===== src/sv/pbr_pkg.sv =====
package pbr_pkg;

    // palette depth, 2 to 256 entries
    localparam int PAL_ENTRIES = 256;
    localparam int PAL_AW      = (PAL_ENTRIES > 1) ? $clog2(PAL_ENTRIES) : 1;

    // brightness step codes
    localparam logic [2:0] LVL_DIM75  = 3'd1;
    localparam logic [2:0] LVL_DIM90  = 3'd2;
    localparam logic [2:0] LVL_UNITY  = 3'd3;
    localparam logic [2:0] LVL_BRT120 = 3'd4;
    localparam logic [2:0] LVL_BRT130 = 3'd5;

    // only distances below this qualify
    localparam logic [6:0] DIST_LIMIT = 7'd100;

    // floor(x / 10) == (x * RECIP10) >> RECIP10_SH for x below 4096
    localparam logic [15:0] RECIP10    = 16'd52429;
    localparam int          RECIP10_SH = 19;

    typedef enum logic [1:0] {
        OP_WRITE,
        OP_SEARCH,
        OP_PASS
    } t_op;

    typedef struct packed {
        logic [7:0] red;
        logic [7:0] green;
        logic [7:0] blue;
    } t_rgb;

    // one item travelling down the row of cells
    typedef struct packed {
        logic              valid;
        t_op               op;
        logic [7:0]        pix;
        logic [7:0]        widx;
        t_rgb              color;
        logic [6:0]        best_d;
        logic [PAL_AW-1:0] best_i;
        logic              found;
    } t_item;

endpackage


===== src/sv/pbr_cell.sv =====
module pbr_cell (
    input  logic                       i_clk,
    input  logic                       i_rst_n,
    input  logic                       i_adv,
    input  logic [pbr_pkg::PAL_AW-1:0] i_cell_idx,
    input  pbr_pkg::t_item             i_item,
    output pbr_pkg::t_item             o_item
);
    import pbr_pkg::*;

    function automatic logic [7:0] absdiff(input logic [7:0] a, input logic [7:0] b);
        begin
            absdiff = (a > b) ? a - b : b - a;
        end
    endfunction

    t_rgb        r_color;
    t_item       r_item;
    t_item       n_item;
    logic [9:0]  l1_d;
    logic        hit;
    logic        own;

    assign own  = 9'(i_cell_idx) == 9'(i_item.widx);
    assign l1_d = 10'(absdiff(i_item.color.red, r_color.red))
                + 10'(absdiff(i_item.color.green, r_color.green))
                + 10'(absdiff(i_item.color.blue, r_color.blue));
    // strict compare keeps the lowest index on a tie
    assign hit  = (i_item.op == OP_SEARCH) && (l1_d < 10'(i_item.best_d));

    always_comb begin
        n_item = i_item;
        if (hit) begin
            n_item.best_d = l1_d[6:0];
            n_item.best_i = i_cell_idx;
            n_item.found  = 1'b1;
        end
    end

    always_ff @(posedge i_clk) begin
        if (i_adv && i_item.valid && i_item.op == OP_WRITE && own) begin
            r_color <= i_item.color;
        end
    end

    always_ff @(posedge i_clk) begin
        if (!i_rst_n) begin
            r_item.valid <= 1'b0;
        end else if (i_adv) begin
            r_item <= n_item;
        end
    end

    assign o_item = r_item;

endmodule


===== config.mk =====
export PLATFORM = sky130hd
export DESIGN_NAME = pbr_cell
export DESIGN_NICKNAME = d
export VERILOG_FILES = /design/src/sv/pbr_pkg.sv /design/src/sv/pbr_cell.sv
export SDC_FILE = /design/constraint.sdc
export NUM_CORES = 1
export LEC_CHECK = 0
export ABC_AREA = 1
export ABC_CLOCK_PERIOD_IN_PS = 5470
export BUFFER_PORTS_ARGS = -buffer_cell sky130_fd_sc_hd__buf_2
export CELL_PAD_IN_SITES_DETAIL_PLACEMENT = 2
export CELL_PAD_IN_SITES_GLOBAL_PLACEMENT = 2
export CORE_MARGIN = 2
export CORE_UTILIZATION = 33
export CTS_CLUSTER_DIAMETER = 40
export DETAILED_ROUTE_END_ITERATION = 6
export PLACE_DENSITY = 0.78
export SLEW_MARGIN = 40
export SYNTH_ARGS = -nofsm -noshare
export SYNTH_HDL_FRONTEND = slang
export SYNTH_SLANG_ARGS = --single-unit

===== constraint.sdc =====
create_clock -name i_clk -period 5.47 [get_ports i_clk]
set_clock_uncertainty 0.15 [all_clocks]
set_input_delay 0.2735 -clock i_clk [delete_from_list [all_inputs] [get_ports i_clk]]
set_output_delay 0.2735 -clock i_clk [all_outputs]
set_load 0.01 [all_outputs]

==> results.sh <==
export IMPL_chipWidth_um=138
export IMPL_floorplan_die_area_mm2=0.0191
export IMPL_nets=1000
export IMPL_synth_top_area_share_pct=41.5
export IMPL_grt_setup_unrepaired="false"
export IMPL_start_util_pct=33.4
export IMPL_slew_viol_final=0
export IMPL_ys_seq_elements=83
export IMPL_ys_top_cells_by_area="edfxtp_1 41%, nand2_1 12%, ha_1 12%"
export IMPL_synthesis_area_mm2=0.00594
export IMPL_ant_nets=0
export IMPL_syn2layout_area_growth_pct=27.8
export IMPL_final_min_clock_period_ns=5.06
export IMPL_dpl_cell_count=1038
export IMPL_hp_class="input port to register"
export IMPL_setup_tns_ns=0
export IMPL_cp_slowest_cell="dlygate4sd3_1"
export IMPL_n_fill_cell=2030
export IMPL_cts_htree_levels=3
export IMPL_syn_area_per_cell_um2=8.62
export IMPL_clock_root_buffer="clkbuf_16"
export IMPL_grt_usage_pct=19.1
export IMPL_core_mm2=0.0178
export IMPL_period_share_pct=92.6
export IMPL_antenna_found_initial=0
export IMPL_synth_top_family_by_area="simple AND/OR/NAND/NOR gates"
export IMPL_rows=49
export IMPL_p_leak_uw=0.00380
export IMPL_max_freq_mhz=197
export IMPL_grt_overflow=0
export IMPL_cts_sinks=83
export IMPL_path_max_fanout=16
export IMPL_synth_xor_area_share_pct=4.42
export IMPL_placed_cell_area_mm2=0.00685
export IMPL_synth_area_mux_share_pct=0
export IMPL_via_per_inst=4.74
export IMPL_cts_buffers=9
export IMPL_routed_wirelength_um=17700
export IMPL_synth_common_cells="197 x nand2_1, 126 x inv_1, 82 x edfxtp_1, 58 x ha_1, 39 x nor2_1"
export IMPL_final_layout_size_suffix_gt1_share_pct=20.2
export IMPL_yosys_area_top_type="edfxtp_1"
export IMPL_drt_initial_drc_count=134
export IMPL_ios=129
export IMPL_final_cells=1091
export IMPL_grt_pass1_vias=5786
export IMPL_syn_inst=689
export IMPL_syn_nets=832
export IMPL_grt_max_degree=59
export IMPL_cellPowerDensity_mw_per_mm2=276
export IMPL_antennaDiodeCount=0
export IMPL_yosys_area_share_simple_pct=20.7
export IMPL_grt_pass1_wl_um=29500
export IMPL_clk_latency_ns=0.35
export IMPL_vias=5173
export IMPL_cp_slowest_stage_delay_ns=0.53
export IMPL_cts_tree="built"
export IMPL_path_common_cell="nand2_1"
export IMPL_clk_pin_slew_worst_paths_ns=0.08
export IMPL_synthArstFlopShare_pct=0
export IMPL_cp_start_kind="input port"
export IMPL_synth_cell_types=36
export IMPL_synth_most_common_cell="nand2_1"
export IMPL_slew_headroom_pct=60.9
export IMPL_io_buffers=128
export IMPL_die_h_um=138
export IMPL_endpoint_kind="register"
export IMPL_status="complete, no violations"
export IMPL_synth_compound_area_share_pct=6.70
export IMPL_critical_path_class="input port to register"
export IMPL_clockBufferDepth=2
export IMPL_hpwl_um=14000
export IMPL_worstPathRequired_ns=5.42
export IMPL_cts_setup_buffers=0
export IMPL_synth_edf_count=82
export IMPL_setup_violations_final=0
export IMPL_ys_warn_count=0
export IMPL_dr_pass1_iters=4
export IMPL_wl_per_cell_um=16.2
export IMPL_finalHoldViolCount=0
export IMPL_drc=0
export IMPL_ys_flop_type="edfxtp_1"
export IMPL_worst_slew_pin_slew_ns=0.587
export IMPL_peakVddDrop_mv=0.162
export IMPL_cp_arrival_ns=5.01
export IMPL_fin_area_mm2=0.00759
export IMPL_routabilityCongestion=0.893
export IMPL_synthAdderAreaFrac_pct=17.3
export IMPL_ys_seq_area_share_pct=41.8
export IMPL_maxCapViolations=0
[final timing paths]
check	from	end	slack, ns	cells after the start
worst max-delay path	i_item[32]	o_item[1]	0.41	32
worst min-delay path	i_item[38]	o_item[38]	0.02	1
worst max register to register	r_color[2]	o_item[1]	0.64	28
worst min register to register	o_item[58]	o_item[58]	0.36	2
[cell type report]
cell class                 count  area (um2)  area share, %
multi-input combinational    467        2980           39.2
clock inverter                 7        75.1          0.989
clock buffer                   9         225           2.97
tap                          229         287           3.78
sequential                    83        2480           32.7
inverter                     128         480           6.33
timing repair buffer         168        1060           14.0
[power by group]
| part | internal (uW) | total, uW | switching [uW] |
|---|---|---|---|
| Clock | 356 | 632 | 275 |
| Sequential | 739 | 747 | 8.42 |
| Combinational | 271 | 713 | 442 |
| Total | 1370 | 2090 | 726 |
[layout by cell type (no fill, tap or decap), types with 5 or more instances in the layout]
cell and n:
inv_1 124, dlygate4sd3_1 37, clkbuf_16 9, a21o_1 5, ha_1 54, nor2_1 37
buf_2 128, nand3_1 36, a21oi_1 31, o21ai_0 13, nand2_1 197, edfxtp_1 82
fa_1 12, xor2_1 22, or2_2 5, nand4_1 9, xnor2_1 7
[worst max-delay path, delay by kind of cell]
kind	cells	cell delay, ns
simple gates	17	1.46
fa+ha+maj	6	1.93
compound gates	1	0.14
buf+inv	7	1.01
xor+xnor	1	0.16
[through the flow]
stage | total power (uW) | utilization, % | setup slack (ns) | hold slack (ns)
finish | 2090 | 42.7 | 0.406 | 0.0162
global route | 2250 | 42.7 | 0.0162 | 0.00224
CTS | 2110 | 42.3 | 0.166 | 0.00717
detailed placement | 1440 | 38.6 | 0.331 | 0.307
global placement | 1400 | 38.4 | 0.574 | 0.304
floorplan | 1230 | - | 0.966 | 0.222
[logic make-up after synthesis]
family                   Yosys count
AND/OR/NAND/NOR                  296
buffers and inverters            139
flip-flops                        83
AO/OA/AOI/OAI                     68
XOR/XNOR                          30
adder cells (fa/ha/maj)           73
[state kept, by name, indices dropped and copies added (netlist names)]
name and flops:
o_item 59, r_color 24
[per-layer routing]
| layer | up-vias | track usage [%] | wire (um) |
|---|---|---|---|
| li1 | 2540 | - | - |
| met1 | 2527 | 22.5 | 7580 |
| met2 | 92 | 36.0 | 9370 |
| met3 | 14 | 3.50 | 532 |
| met4 | 0 | 4.08 | 198 |
| met5 | - | 0 | 0 |
[repair_timing]
item / in CTS / in global routing
endpoints found under the hold margin: 55 / 0
hold buffers: 37 / 0
setup endpoints to repair: 0 / 15
resized for setup: 0 / 17
Power figures use the tool's default switching activity.
